`src/rtl/cmpj_pkg.sv`:
```
// Shared types and constants of the cone-matching block.
// No dependencies; every other file of the block imports this package.
package cmpj_pkg;

	// Jet table depth and the widths that follow from it
	localparam int MAX_JETS = 64;
	localparam int CNT_W    = $clog2(MAX_JETS + 1);
	localparam int IDX_W    = (MAX_JETS > 1) ? $clog2(MAX_JETS) : 1;

	// Field widths
	localparam int PT_W      = 24;
	localparam int ANG_W     = 16;
	localparam int DIFF_W    = ANG_W + 1;
	localparam int MAG_W     = 16;
	localparam int SQ_W      = 2 * MAG_W;
	localparam int DR_W      = SQ_W + 1;
	localparam int CONE_W    = 32;
	localparam int JIDX_W    = 6;
	localparam int CFG_W     = 32;
	localparam int CFG_IDX_W = 2;

	// Azimuth wrap limits in units of 1/8192 rad
	localparam logic signed [DIFF_W-1:0] PHI_PI     = 17'sd25736;
	localparam logic signed [DIFF_W-1:0] PHI_TWO_PI = 17'sd51472;

	// Register reset values
	localparam logic [PT_W-1:0]   PARTICLE_PT_MIN_RST = 24'd5000;
	localparam logic [PT_W-1:0]   JET_PT_MIN_RST      = 24'd10000;
	localparam logic [CONE_W-1:0] CONE_RADIUS_SQ_RST  = 32'd6039797;

	// Last drain count of the distance unit behind the last table read
	localparam logic [1:0] DRAIN_LAST = 2'd2;

	typedef enum logic [CFG_IDX_W-1:0] {
		REG_PARTICLE_PT_MIN = 2'd0,
		REG_JET_PT_MIN      = 2'd1,
		REG_CONE_RADIUS_SQ  = 2'd2,
		REG_MATCH_MODE      = 2'd3
	} cfg_reg_t;

	typedef enum logic {
		REQ_LOAD  = 1'b0,
		REQ_QUERY = 1'b1
	} req_t;

	typedef enum logic {
		MODE_MIN_DR = 1'b0,
		MODE_MAX_PT = 1'b1
	} match_mode_t;

	typedef enum logic [1:0] {
		ST_IDLE,
		ST_SCAN,
		ST_DRAIN,
		ST_DONE
	} state_t;

	typedef struct packed {
		logic [PT_W-1:0]         pt;
		logic signed [ANG_W-1:0] eta;
		logic signed [ANG_W-1:0] phi;
	} jet_t;

	typedef struct packed {
		logic             clear;
		logic             feed;
		logic [IDX_W-1:0] idx;
	} scan_ctl_t;

	typedef struct packed {
		logic             dr_found;
		logic [IDX_W-1:0] dr_idx;
		logic             pt_found;
		logic [IDX_W-1:0] pt_idx;
	} scan_res_t;

endpackage

```
`src/rtl/cmpj_cell.sv`:
```
// One jet slot of the rotating jet table.
// Depends on cmpj_pkg for the jet record type.
module cmpj_cell (
	input  logic            clk,
	input  logic            we,
	input  cmpj_pkg::jet_t  wr_jet,
	input  logic            shift,
	input  cmpj_pkg::jet_t  nxt_jet,
	output cmpj_pkg::jet_t  jet_q
);
	import cmpj_pkg::*;

	// Write a loaded jet, or take the neighbor's jet while the ring rotates
	always_ff @(posedge clk) begin
		if (we) begin
			jet_q <= wr_jet;
		end else if (shift) begin
			jet_q <= nxt_jet;
		end
	end
endmodule

```
`config.mk`:
```
export PLATFORM = sky130hd
export DESIGN_NAME = cmpj_cell
export DESIGN_NICKNAME = d
export VERILOG_FILES = /design/src/rtl/cmpj_pkg.sv /design/src/rtl/cmpj_cell.sv
export SDC_FILE = /design/constraint.sdc
export NUM_CORES = 1
export LEC_CHECK = 0
export BUFFER_PORTS_ARGS = -buffer_cell sky130_fd_sc_hd__buf_2
export CAP_MARGIN = 0
export CELL_PAD_IN_SITES_DETAIL_PLACEMENT = 1
export CELL_PAD_IN_SITES_GLOBAL_PLACEMENT = 1
export CORE_ASPECT_RATIO = 2
export CORE_MARGIN = 10
export CORE_UTILIZATION = 32
export DETAILED_ROUTE_END_ITERATION = 12
export PLACE_DENSITY = 0.88
export SLEW_MARGIN = 20
export SYNTH_ARGS = -nofsm -noshare
export SYNTH_HDL_FRONTEND = slang
export SYNTH_SLANG_ARGS = --single-unit
```
`constraint.sdc`:
```
create_clock -name clk -period 4.32 [get_ports clk]
set_clock_uncertainty 0.2 [all_clocks]
set_input_delay 1.296 -clock clk [delete_from_list [all_inputs] [get_ports clk]]
set_output_delay 1.296 -clock clk [all_outputs]
set_load 0.05 [all_outputs]
```
### Yosys cells after proc, flatten, opt, wreduce, memory -nomap -nowiden

Index checks and enable logic that the tools add are counted.

| word-level totals | value |
|---|---|
| register bits after elaboration | 56 |
| bits in latches | 0 |
| RAM bits | 0 |
| bits in read-only memories | 0 |
| bits of input ports | 115 |
| output and inout port bits | 56 |
| word-level logic and storage cells | 6 |
| memories | 0 |

| cells by class | value |
|---|---|
| add/sub/neg operators | 0 |
| multipliers | 0 |
| divide/modulo/power cells | 0 |
| magnitude comparators | 0 |
| equality and inequality tests | 0 |
| shift operators | 0 |
| multiplexer cells | 2 |
| bitwise gates (word level) | 0 |
| reduce and logical (&&, ||, !) cells | 1 |

Operators with widths:

| kind | number |
|---|---|
| two-way mux 56 bit | 2 |
| nonzero test 2 bit | 1 |

### Depth between registers and ports, before layout

| depth | value |
|---|---|
| depth in word-level cells | 2 |
| mapped depth | 3 |
| gate-level depth less buffers | 1 |

### Worst setup path after synthesis

No wires, ideal clock.

| path | value |
|---|---|
| path type | input port to flip-flop |
| start | input we |
| end | register jet_q[0] in the netlist's numbering, enable pin |
| setup time | 0.417 ns |
| arrival time | 2.867 ns |
| data required time | 3.703 ns |
| setup slack | 0.836 ns |
| stages on the path | 3 |
| buffers on the path | 2 |
| cell sequence | buf_6 > buf_6 > or2_1 |

| between the ends | value |
|---|---|
| cells in the longest elaborated chain, start to end | 1 |

RTL lines:

| what | RTL line | text |
|---|---|---|
| start: declaration | cmpj_cell.sv:5 | `input logic we,` |
| nonzero test 2 bit (no line) | -- |  |
| end signal: assignment | cmpj_cell.sv:16 | `jet_q <= wr_jet;` |
| end signal: assignment | cmpj_cell.sv:18 | `jet_q <= nxt_jet;` |
| end: declaration | cmpj_cell.sv:9 | `output cmpj_pkg::jet_t jet_q` |

Every way passes these cells.
A chain may end at the register's enable or synchronous reset.

### Worst setup path after layout

| path | value |
|---|---|
| start | input we |
| end | register jet_q[54] in the netlist's numbering, data pin |

| between the ends | value |
|---|---|
| cells in the longest elaborated chain, start to end | 1 |

RTL lines:

| what | RTL line | text |
|---|---|---|
| two-way mux 56 bit | cmpj_cell.sv:15 | `if (we) begin` |

Every way passes these cells.

==> results.txt <==
FP Rows -> 45
Io pins -> 171
Area share of the largest cell type after synthesis -> 67.74%
Nets -> 408
WL per Instance -> 20.14 um
Final Power -> 1.479 mW
CP required -> 4.16 ns
Worst-path clk slew -> 0.07 ns
Yosys reg bits -> 56
Fmax -> 0.3777 GHz
Gates resized, CTS repair -> 0
Post-route antenna net violation count -> 0
Leak -> 1.665 nW
Synth area leaders -> edfxtp_1, mux2_4, mux2_2
Syn nets -> 234
CP max FO -> 56
YS warnings -> 0
Ys async rst share -> 0%
Root Driver -> clkbuf_16
Fill count -> 831
CP Capture Type -> flip-flop
Total number of vias -> 1740
Tmin final -> 2.648 ns
Syn Inst Count -> 119
CP Launch Type -> input port
Total gr overflow -> 0
First-pass GRT wire length -> 10900 um
Unrepaired setup endpoints after global routing -> false
Largest Register -> jet_q
Final setup TNS -> 0 ns
Cell type with the largest total area after synthesis -> edfxtp_1
HP Class -> input port to flip-flop
Final setup fails -> 0
Worst-margin pin slew -> 0.8416 ns
Share of layout cells above drive strength 1 -> 79.93%
Vias per inst -> 4.473
Pre-CTS WS -> 1.339 ns
Slew headroom -> 43.89%
Post-synthesis average cell area -> 20.86 um^2
CTS buffer count -> 5
Total Wirelength -> 7834 um
Initial Utilization -> 32.66%
Htree depth -> 2
Worst setup margin -> 1.673 ns
Max Root-Sink Buffers -> 2
Largest net degree at the start of global routing -> 57
Die Y -> 144.6 um
Max-slew violation total from the final report -> 0
Die width -> 82.28 um
Pwr/cell area -> 415.7 nW/um^2
Clock sink count -> 56
Biggest regs -> jet_q: 56 flops
Tcrit/Tclk final -> 61.28%
TritonCTS clock tree -> built
Peak VDD IR -> 0.0002239 V
Synthesized cell area -> 2482 um^2
Max-Cap Viols -> 0
Most common cell in the synthesized netlist -> edfxtp_1
Critical Path AT -> 2.49 ns
Setup repair bufs after CTS -> 0
Critical path class -> input port to flip-flop
Run status -> finished, final reports clean
Overall routing resource usage -> 12.53%
Initial antenna violation count -> 0
Area Growth Syn to Fin -> 43.30%
Die Area -> 11890 um^2
Max reg flops -> 56
Most used flip-flop cell after synthesis -> edfxtp_1
Post-synthesis sequential area ratio -> 67.74%
Commonest cells in the netlist -> edfxtp_1, mux2_4, mux2_2
Distinct cell type count after synthesis -> 6
Port Buf Inserts -> 170
Vias in the first global route -> 1983
Fin. Hold Viols -> 0
CORE AREA -> 7601 um^2
Post-synth EDFFs -> 56
DRT iter0 DRCs -> 57
Post-DP HPWL -> 6595 um
Min Hold Slack -> 1.103 ns
RePlAce Congestion -> 0.7824
Hold bufs inserted after CTS -> 0
Drt pass-1 iters -> 4
DRC violations left -> 0
## logic make-up (layout without fill, tap and decap cells)
logic type | after synthesis | after routing | share of synthesized area (%)
other | 0 | 1 | 0
buffers and inverters | 6 | 181 | 2.218
muxes | 56 | 56 | 29.79
DFF | 56 | 56 | 67.74
and+or+nand+nor | 1 | 1 | 0.2522
## layout make-up
class                      instances  area, um^2  area share (%)
timing repair buffer             173       873.3           24.55
sequential                        56        1682           47.27
clock buffer                       7       132.6           3.728
multi-input combinational         57       745.7           20.96
tap                               94       117.6           3.306
antenna                            1       2.502         0.07035
clock inverter                     1       3.754          0.1055
## placed cells by master, fill, tap and decap left out
cell type,synthesis,layout
clkbuf_16,0,5
edfxtp_1,56,56
or2_2,0,1
clkbuf_1,0,2
diode_2,0,1
buf_2,2,170
mux2_4,29,29
mux2_2,27,27
buf_4,0,3
clkinv_1,0,1
## routing by layer
layer	GRT usage, %	up-vias	part of all wire, %
li1	-	813	-
met1	11.13	836	30
met2	24.50	83	60
met3	3.420	8	8.4
met4	5.135	0	1.6
met5	0	-	0
## worst max-delay path: stages
cell and delay (ns):
buf_2 0.08, buf_4 0.66, mux2_2 0.42
## path summary, 6_finish.rpt
check | start | endpoint | slack (ns) | cells past startpoint
worst max-delay path | we | jet_q[54]$_DFFE_PP_ | 1.67 | 3
worst min-delay path | nxt_jet[6] | jet_q[6]$_DFFE_PP_ | 1.10 | 2
## stage by stage
stage	instances	util (%)	area, um^2
after floorplan	119	-	2482
after global placement	380	44.97	3418
after detailed placement	380	44.97	3418
after CTS	388	46.77	3555
after global routing	388	46.77	3555
final	389	46.80	3557
## where the power goes
part           leakage (nW)  total, mW  internal (mW)  switching [mW]
Combinational          1.03      0.413          0.126           0.287
Clock                0.0656      0.385          0.214           0.171
Sequential            0.571      0.681          0.667          0.0139
Total                  1.67       1.48           1.01           0.472
Note: power is estimated with default switching activity, not from simulation.
