<file path="src/rtl/cmpj_pkg.sv">
// Shared types and constants of the cone-matching block.
// No dependencies; every other file of the block imports this package.
package cmpj_pkg;

	// Jet table depth and the widths that follow from it
	localparam int MAX_JETS = 64;
	localparam int CNT_W    = $clog2(MAX_JETS + 1);
	localparam int IDX_W    = (MAX_JETS > 1) ? $clog2(MAX_JETS) : 1;

	// Field widths
	localparam int PT_W      = 24;
	localparam int ANG_W     = 16;
	localparam int DIFF_W    = ANG_W + 1;
	localparam int MAG_W     = 16;
	localparam int SQ_W      = 2 * MAG_W;
	localparam int DR_W      = SQ_W + 1;
	localparam int CONE_W    = 32;
	localparam int JIDX_W    = 6;
	localparam int CFG_W     = 32;
	localparam int CFG_IDX_W = 2;

	// Azimuth wrap limits in units of 1/8192 rad
	localparam logic signed [DIFF_W-1:0] PHI_PI     = 17'sd25736;
	localparam logic signed [DIFF_W-1:0] PHI_TWO_PI = 17'sd51472;

	// Register reset values
	localparam logic [PT_W-1:0]   PARTICLE_PT_MIN_RST = 24'd5000;
	localparam logic [PT_W-1:0]   JET_PT_MIN_RST      = 24'd10000;
	localparam logic [CONE_W-1:0] CONE_RADIUS_SQ_RST  = 32'd6039797;

	// Last drain count of the distance unit behind the last table read
	localparam logic [1:0] DRAIN_LAST = 2'd2;

	typedef enum logic [CFG_IDX_W-1:0] {
		REG_PARTICLE_PT_MIN = 2'd0,
		REG_JET_PT_MIN      = 2'd1,
		REG_CONE_RADIUS_SQ  = 2'd2,
		REG_MATCH_MODE      = 2'd3
	} cfg_reg_t;

	typedef enum logic {
		REQ_LOAD  = 1'b0,
		REQ_QUERY = 1'b1
	} req_t;

	typedef enum logic {
		MODE_MIN_DR = 1'b0,
		MODE_MAX_PT = 1'b1
	} match_mode_t;

	typedef enum logic [1:0] {
		ST_IDLE,
		ST_SCAN,
		ST_DRAIN,
		ST_DONE
	} state_t;

	typedef struct packed {
		logic [PT_W-1:0]         pt;
		logic signed [ANG_W-1:0] eta;
		logic signed [ANG_W-1:0] phi;
	} jet_t;

	typedef struct packed {
		logic             clear;
		logic             feed;
		logic [IDX_W-1:0] idx;
	} scan_ctl_t;

	typedef struct packed {
		logic             dr_found;
		logic [IDX_W-1:0] dr_idx;
		logic             pt_found;
		logic [IDX_W-1:0] pt_idx;
	} scan_res_t;

endpackage

</file>
<file path="src/rtl/cmpj_scan.sv">
// Distance and selection pipeline fed by the head cell of the jet ring.
// Depends on cmpj_pkg for types, widths and the azimuth wrap constants.
module cmpj_scan (
	input  logic                            clk,
	input  logic                            arst_n,
	input  cmpj_pkg::scan_ctl_t             ctl,
	input  cmpj_pkg::jet_t                  jet,
	input  logic signed [cmpj_pkg::ANG_W-1:0] part_eta,
	input  logic signed [cmpj_pkg::ANG_W-1:0] part_phi,
	input  logic [cmpj_pkg::PT_W-1:0]       jet_pt_min,
	input  logic [cmpj_pkg::CONE_W-1:0]     cone,
	output cmpj_pkg::scan_res_t             res
);
	import cmpj_pkg::*;

	logic signed [DIFF_W-1:0] deta;
	logic signed [DIFF_W-1:0] dphi_raw;
	logic signed [DIFF_W-1:0] dphi;
	logic                     elig;

	logic                     v_s1;
	logic [IDX_W-1:0]         idx_s1;
	logic [PT_W-1:0]          pt_s1;
	logic signed [DIFF_W-1:0] deta_s1;
	logic signed [DIFF_W-1:0] dphi_s1;

	logic [DIFF_W-1:0]        eta_mag;
	logic [DIFF_W-1:0]        phi_mag;

	logic                     v_s2;
	logic [IDX_W-1:0]         idx_s2;
	logic [PT_W-1:0]          pt_s2;
	logic [SQ_W-1:0]          sq_eta_s2;
	logic [SQ_W-1:0]          sq_phi_s2;

	logic [DR_W-1:0]          dr;

	logic                     v_s3;
	logic [IDX_W-1:0]         idx_s3;
	logic [PT_W-1:0]          pt_s3;
	logic [DR_W-1:0]          dr_s3;

	logic                     dr_found_q;
	logic [DR_W-1:0]          best_dr_q;
	logic [IDX_W-1:0]         dr_idx_q;
	logic                     pt_found_q;
	logic [PT_W-1:0]          best_pt_q;
	logic [IDX_W-1:0]         pt_idx_q;

	// Stage 1: differences, azimuth wrap, jet pT cut
	always_comb begin
		deta     = DIFF_W'(jet.eta) - DIFF_W'(part_eta);
		dphi_raw = DIFF_W'(jet.phi) - DIFF_W'(part_phi);
		if (dphi_raw > PHI_PI) begin
			dphi = dphi_raw - PHI_TWO_PI;
		end else if (dphi_raw < -PHI_PI) begin
			dphi = dphi_raw + PHI_TWO_PI;
		end else begin
			dphi = dphi_raw;
		end
		elig = ctl.feed && (jet.pt >= jet_pt_min);
	end

	always_ff @(posedge clk or negedge arst_n) begin
		if (!arst_n) begin
			v_s1 <= 1'b0;
		end else begin
			v_s1 <= elig;
		end
	end

	always_ff @(posedge clk) begin
		idx_s1  <= ctl.idx;
		pt_s1   <= jet.pt;
		deta_s1 <= deta;
		dphi_s1 <= dphi;
	end

	// Stage 2: magnitudes and squares
	always_comb begin
		eta_mag = deta_s1[DIFF_W-1] ? DIFF_W'(-deta_s1) : DIFF_W'(deta_s1);
		phi_mag = dphi_s1[DIFF_W-1] ? DIFF_W'(-dphi_s1) : DIFF_W'(dphi_s1);
	end

	always_ff @(posedge clk or negedge arst_n) begin
		if (!arst_n) begin
			v_s2 <= 1'b0;
		end else begin
			v_s2 <= v_s1;
		end
	end

	always_ff @(posedge clk) begin
		idx_s2    <= idx_s1;
		pt_s2     <= pt_s1;
		sq_eta_s2 <= SQ_W'(eta_mag[MAG_W-1:0]) * SQ_W'(eta_mag[MAG_W-1:0]);
		sq_phi_s2 <= SQ_W'(phi_mag[MAG_W-1:0]) * SQ_W'(phi_mag[MAG_W-1:0]);
	end

	// Stage 3: squared distance and cone cut
	assign dr = DR_W'(sq_eta_s2) + DR_W'(sq_phi_s2);

	always_ff @(posedge clk or negedge arst_n) begin
		if (!arst_n) begin
			v_s3 <= 1'b0;
		end else begin
			v_s3 <= v_s2 && (dr <= DR_W'(cone));
		end
	end

	always_ff @(posedge clk) begin
		idx_s3 <= idx_s2;
		pt_s3  <= pt_s2;
		dr_s3  <= dr;
	end

	// Keep the closest and the hardest jet; the earlier index holds on ties
	always_ff @(posedge clk or negedge arst_n) begin
		if (!arst_n) begin
			dr_found_q <= 1'b0;
			pt_found_q <= 1'b0;
			best_pt_q  <= '0;
		end else if (ctl.clear) begin
			dr_found_q <= 1'b0;
			pt_found_q <= 1'b0;
			best_pt_q  <= '0;
		end else if (v_s3) begin
			if (!dr_found_q || (dr_s3 < best_dr_q)) begin
				dr_found_q <= 1'b1;
			end
			if (pt_s3 > best_pt_q) begin
				pt_found_q <= 1'b1;
				best_pt_q  <= pt_s3;
			end
		end
	end

	always_ff @(posedge clk) begin
		if (v_s3 && !ctl.clear) begin
			if (!dr_found_q || (dr_s3 < best_dr_q)) begin
				best_dr_q <= dr_s3;
				dr_idx_q  <= idx_s3;
			end
			if (pt_s3 > best_pt_q) begin
				pt_idx_q <= idx_s3;
			end
		end
	end

	assign res.dr_found = dr_found_q;
	assign res.dr_idx   = dr_idx_q;
	assign res.pt_found = pt_found_q;
	assign res.pt_idx   = pt_idx_q;
endmodule

</file>
<file path="config.mk">
export PLATFORM = sky130hd
export DESIGN_NAME = cmpj_scan
export DESIGN_NICKNAME = d
export VERILOG_FILES = /design/src/rtl/cmpj_pkg.sv /design/src/rtl/cmpj_scan.sv
export SDC_FILE = /design/constraint.sdc
export NUM_CORES = 1
export LEC_CHECK = 0
export ABC_AREA = 1
export BUFFER_PORTS_ARGS = -buffer_cell sky130_fd_sc_hd__clkbuf_2
export CAP_MARGIN = 20
export CORE_ASPECT_RATIO = 1.1
export CORE_MARGIN = 2
export CORE_UTILIZATION = 35
export CTS_BUF_LIST = sky130_fd_sc_hd__clkbuf_4
export CTS_CLUSTER_SIZE = 24
export DETAILED_ROUTE_END_ITERATION = 8
export SYNTH_ARGS = -nofsm -noshare
export SYNTH_HDL_FRONTEND = slang
export SYNTH_SLANG_ARGS = --single-unit
</file>
<file path="constraint.sdc">
create_clock -name clk -period 8.9 [get_ports clk]
set_input_delay 2.225 -clock clk [delete_from_list [all_inputs] [get_ports clk]]
set_output_delay 2.225 -clock clk [all_outputs]
set_load 0.02 [all_outputs]
</file>
== After elaboration in Yosys (flattened, before gate mapping) ==
Cells that the tools add are included.
Operators by class
  reduce and logical (&&, ||, !) cells: 13
  $add $sub $neg: 7
  $lt $le $gt $ge: 6
  muxes and demuxes: 13
  $mul: 2
Operators with widths (count)
  $mux W24: 3
  $mul A16 B16 Y32: 2
  $mux W17: 2
  $sub A16 B16 Y17: 2
  $add A32 B32 Y33: 1
  $le A33 B32 Y1: 1
  $lt A33 B33 Y1: 1
  $mux W16: 2
  $neg A16 Y16: 2
  $ge A24 B24 Y1: 1
  $gt A24 B24 Y1: 1
  $add A17 B17 Y17 const B: 1
  $gt A17 B16 Y1 const B: 1
  $lt A17 B16 Y1 const B: 1
  $sub A17 B17 Y17 const B: 1
  $reduce_and A2 Y1: 4
  $mux W1: 6
  $reduce_bool A2 Y1: 3
  $logic_and A1 B1 Y1: 3
  $logic_not A1 Y1: 2
  $logic_or A1 B1 Y1: 1
Storage, ports and cells
  word-level logic and storage cells: 61
  input bits: 154
  output and inout bits: 14
  flip-flop bits (word level): 295

== Depth between registers and ports, before layout ==
  depth after elaboration: 5
  depth in mapped cells: 39
  depth with buffers taken out: 37

== Worst setup path after synthesis ==
No wires, ideal clock.
  path kind: register -> register
  start: register dphi_s1[0]
  end: register sq_phi_s2[26]
  setup time: 120 ps
  data required time: 8780 ps
  buffers on the path: 2
  data arrival time: 6902 ps
  cell stages (with the launch flop): 32
  setup slack: 1879 ps
  clock period less this slack: 7021 ps
  path through: dfxtp_1 -> clkinv_1 -> clkbuf_1 -> ha_1 -> inv_1 -> nor3_2 -> nand3_1 -> nor2_1 -> nand3_1 -> nand2_1 -> nand2_1 -> xor2_1 -> clkbuf_1 -> nand2_1 -> fa_1 -> inv_1 -> fa_1 -> fa_1 -> fa_1 -> fa_1 -> inv_1 -> fa_1 -> inv_1 -> ha_1 -> nand2_1 -> nor2_1 -> inv_1 -> nor3_1 -> nand2_1 -> o211ai_1 -> a31oi_1 -> xnor2_1
On the way
  longest elaborated chain between the ends: 3
Ends and longest elaborated chain
  start, declared: line cmpj_scan.sv:25  | logic signed [DIFF_W-1:0] dphi_s1;
  start signal, assigned: line cmpj_scan.sv:76  | dphi_s1 <= dphi;
  $neg A16 Y16: line cmpj_scan.sv:82  | phi_mag = dphi_s1[DIFF_W-1] ? DIFF_W'(-dphi_s1) : DIFF_W'(dphi_s1);
  $mux W16 (*): line cmpj_scan.sv:82
  $mul A16 B16 Y32 (*): line cmpj_scan.sv:97  | sq_phi_s2 <= SQ_W'(phi_mag[MAG_W-1:0]) * SQ_W'(phi_mag[MAG_W-1:0]);
  end signal, assigned: line cmpj_scan.sv:97
  end, declared: line cmpj_scan.sv:34  | logic [SQ_W-1:0] sq_phi_s2;
Every way passes the cells marked *; elsewhere a longest branch is shown, timed or not.
A chain may end at the register's enable or synchronous reset.

== Worst setup path in the final report ==
  start: register deta_s1[0]
  end: register sq_eta_s2[30]
On the way
  longest elaborated chain between the ends: 3
Ends and longest elaborated chain
  start, declared: line cmpj_scan.sv:24  | logic signed [DIFF_W-1:0] deta_s1;
  start signal, assigned: line cmpj_scan.sv:75  | deta_s1 <= deta;
  $neg A16 Y16: line cmpj_scan.sv:81  | eta_mag = deta_s1[DIFF_W-1] ? DIFF_W'(-deta_s1) : DIFF_W'(deta_s1);
  $mux W16 (*): line cmpj_scan.sv:81
  $mul A16 B16 Y32 (*): line cmpj_scan.sv:96  | sq_eta_s2 <= SQ_W'(eta_mag[MAG_W-1:0]) * SQ_W'(eta_mag[MAG_W-1:0]);
  end signal, assigned: line cmpj_scan.sv:96
  end, declared: line cmpj_scan.sv:33  | logic [SQ_W-1:0] sq_eta_s2;
Marked as above.

==> impl_metrics.tcl <==
set metrics [dict create \
    die_area_um2 86170 \
    drv_cap 0 \
    min_path_type "flop to flop" \
    num_vias 22730 \
    synth.distinct_cells 56 \
    drt-total-wl_um 68120 \
    slew_violations 0 \
    dpl.hpwl_um 57620 \
    holdPathEnd "pt_s2[4]" \
    r2r-end "sq_eta_s2[30]" \
    ctsHtreeMaxLevel 3 \
    hold_viol_final 0 \
    track_usage 0.1622 \
    ys_top_cells_by_count "inv_1, nand2_1, ha_1, fa_1, nor2_1" \
    boundaryPins 168 \
    synthAdderAreaFrac 0.3858 \
    reg2reg_from "deta_s1[0]" \
    yosys.area_share.simple 0.1690 \
    cts_buffers 80 \
    post-route-min-period_ns 7.667 \
    clock-sinks 293 \
    ant_nets 0 \
    relSlewSlack 0.4658 \
    layout.nets 4661 \
    synthTopCellsByArea "fa_1, ha_1, dfxtp_1" \
    rsz0062_at_grt "no" \
    yosys_most_used_dff "dfxtp_1" \
    clk_latency_ns 0.84 \
    cp_top_family "adder cells" \
    ctsResizeCount 0 \
    cp.required_ns 9.57 \
    regArea_um2 6461 \
    max_stage_delay_ns 0.57 \
    grt-ovfl-total 0 \
    status "complete, no violations" \
    synth-edff-count 45 \
    syn_area_um2 29340 \
    wl_per_cell_um 13.81 \
    num-fill-cells 8597 \
    clk_pin_slew_ns 0.06 \
    area_delta_synth_final_pct 10.83 \
    route.detailed.drc 0 \
    clk_path_buf_depth 3 \
    tightest_slew_ns 0.8013 \
    fmax_mhz 130.4 \
    synth_top_family_by_area "adder cells" \
    worst-setup-path-type "flop to flop" \
    cts_tree "done" \
    skew_ns 0.09898 \
    die_x_um 280.1 \
    cp-start-kind "flop" \
    synth.most_common_cell "inv_1" \
    dr.pass1.iters 5 \
    worst-path-buf-inv 7 \
    antenna_found_initial 4 \
    root_buffer "clkbuf_4" \
    yosysTopAreaCell "fa_1" \
    hold_buffers 0 \
    synth.area.mux_share 0.0003411 \
    grt_pass1_vias 23070 \
    via_per_inst 4.608 \
    min_path_cells 0 \
    tns_ns 0 \
    synth_top_area_frac 0.2272 \
    synth_seq_area_share 0.2202 \
    end_kind "flop" \
    timing.final.crit_share 0.8615 \
    gp_congestion 0.9027 \
    syn_area_per_cell_um2 8.219 \
    grt_pass1_wl_um 113000 \
    async_reset_ff_frac 0.09898 \
    setup-violations-final 0 \
    start_util 0.3527 \
    crit_top_cell "fa_1" \
    grt_max_degree 40 \
    reg2reg_slack_ns 1.23 \
    synth-compound-area-share 0.07164 \
    fp.dieH_um 307.7 \
    ys.warnings.count 0 \
    drive_gt1_frac 0.09520 \
    ff2ff_path_depth 29 \
    synth_nets 4429 \
    ys_ff_latch 293 \
    num_rows 111 \
    synthXorXnorAreaFrac 0.03906 \
    worstPathArrival_ns 8.34 \
    drt_iter0_markers 1020 \
    io_buffer_count 167 \
    worstHoldStart "pt_s1[4]" \
    slowest_stage "fa_1" \
    path_max_fanout 10 \
    core_um2 83190 \
    synth_cells 3570 \
    multi_input_area_um2 19550 \
    post_cts_buffers 0 \
]
-- sequential cells by signal, summed over array words and instances, names as in the netlist --
| signal | cells |
|---|---|
| v_s2 | 1 |
| v_s3 | 1 |
| pt_s3 | 24 |
| sq_phi_s2 | 31 |
| pt_s2 | 24 |
| best_dr_q | 33 |
| sq_eta_s2 | 31 |
| deta_s1 | 17 |
| pt_idx_q | 6 |
| idx_s1 | 6 |
| dr_found_q | 1 |
| pt_s1 | 24 |
| dphi_s1 | 17 |
| dr_idx_q | 6 |
| v_s1 | 1 |
| idx_s2 | 6 |
| pt_found_q | 1 |
| dr_s3 | 33 |
| idx_s3 | 6 |
| best_pt_q | 24 |
-- final cells by class --
cell class	instances	area share
diodes	4	0.0003078
clock buffers	110	0.02539
clock inverters	25	0.005309
inverters	843	0.09730
multi-input cells	2396	0.6012
flip-flops and latches	293	0.1987
well taps	1073	0.04128
repair buffers	188	0.03055
-- cells in the final DEF (no fill, tap or decap), types with 30 or more instances in the layout --
| cell | instances |
|---|---|
| clkbuf_4 | 110 |
| nand4_1 | 47 |
| nor3_1 | 30 |
| xor2_1 | 90 |
| o21ai_0 | 102 |
| xnor2_1 | 39 |
| inv_1 | 828 |
| a21oi_1 | 180 |
| dfxtp_1 | 219 |
| edfxtp_1 | 45 |
| nand2_1 | 670 |
| nor2_1 | 266 |
| clkbuf_2 | 167 |
| fa_1 | 333 |
| nand3_1 | 109 |
| ha_1 | 372 |
-- stage by stage --
stage            util  hold WS [ns]  cell area (µm²)  instances  setup slack [ns]
6_report       0.3909        0.2746            32520       4932             1.233
2_1_floorplan       -        0.3096            29340       3570             1.879
4_1_cts        0.3908        0.2785            32510       4928             1.196
3_3_place_gp   0.3788        0.3114            31510       4793             1.519
3_5_place_dp   0.3788        0.3121            31510       4793             1.351
5_1_grt        0.3909        0.2877            32520       4932            0.6781
-- how the worst max path moves through the flow --
stage          startpoint            end  slack [ns]  depth (start not counted)
6_report       deta_s1[0]  sq_eta_s2[30]        1.23                         29
5_1_grt        deta_s1[0]  sq_eta_s2[30]        0.68                         29
4_1_cts        deta_s1[0]  sq_eta_s2[30]        1.20                         29
3_5_place_dp   deta_s1[0]  sq_eta_s2[30]        1.35                         29
3_3_place_gp   deta_s1[0]  sq_eta_s2[30]        1.52                         29
2_1_floorplan  dphi_s1[0]  sq_phi_s2[26]        1.88                         31
-- worst register-to-register path: cells and delay by family (launching register included) --
kind            cells  cell delay [ns]
fa+ha+maj           8             3.70
compound gates      3             0.53
xor+xnor            1             0.15
buf+inv             7             0.83
flops               1             0.37
simple gates       10             1.91
-- cells by family (layout without fill, tap and decap cells) --
kind of cell / after synthesis / after routing
simple gates: 1186 / 1186
buf+inv: 881 / 1166
fa+ha+maj: 705 / 705
compound gates: 374 / 374
flops: 293 / 293
xor+xnor: 130 / 130
mux: 1 / 1
other cells: 0 / 4
-- routing by layer --
metal	wire, µm	track usage
met4	1974	0.05795
met3	2903	0.02215
met1	31320	0.2115
met2	31920	0.2742
met5	0	0
Power is not shown: default switching activity piles up to over one toggle a cycle in this logic, so the estimate is an artifact.
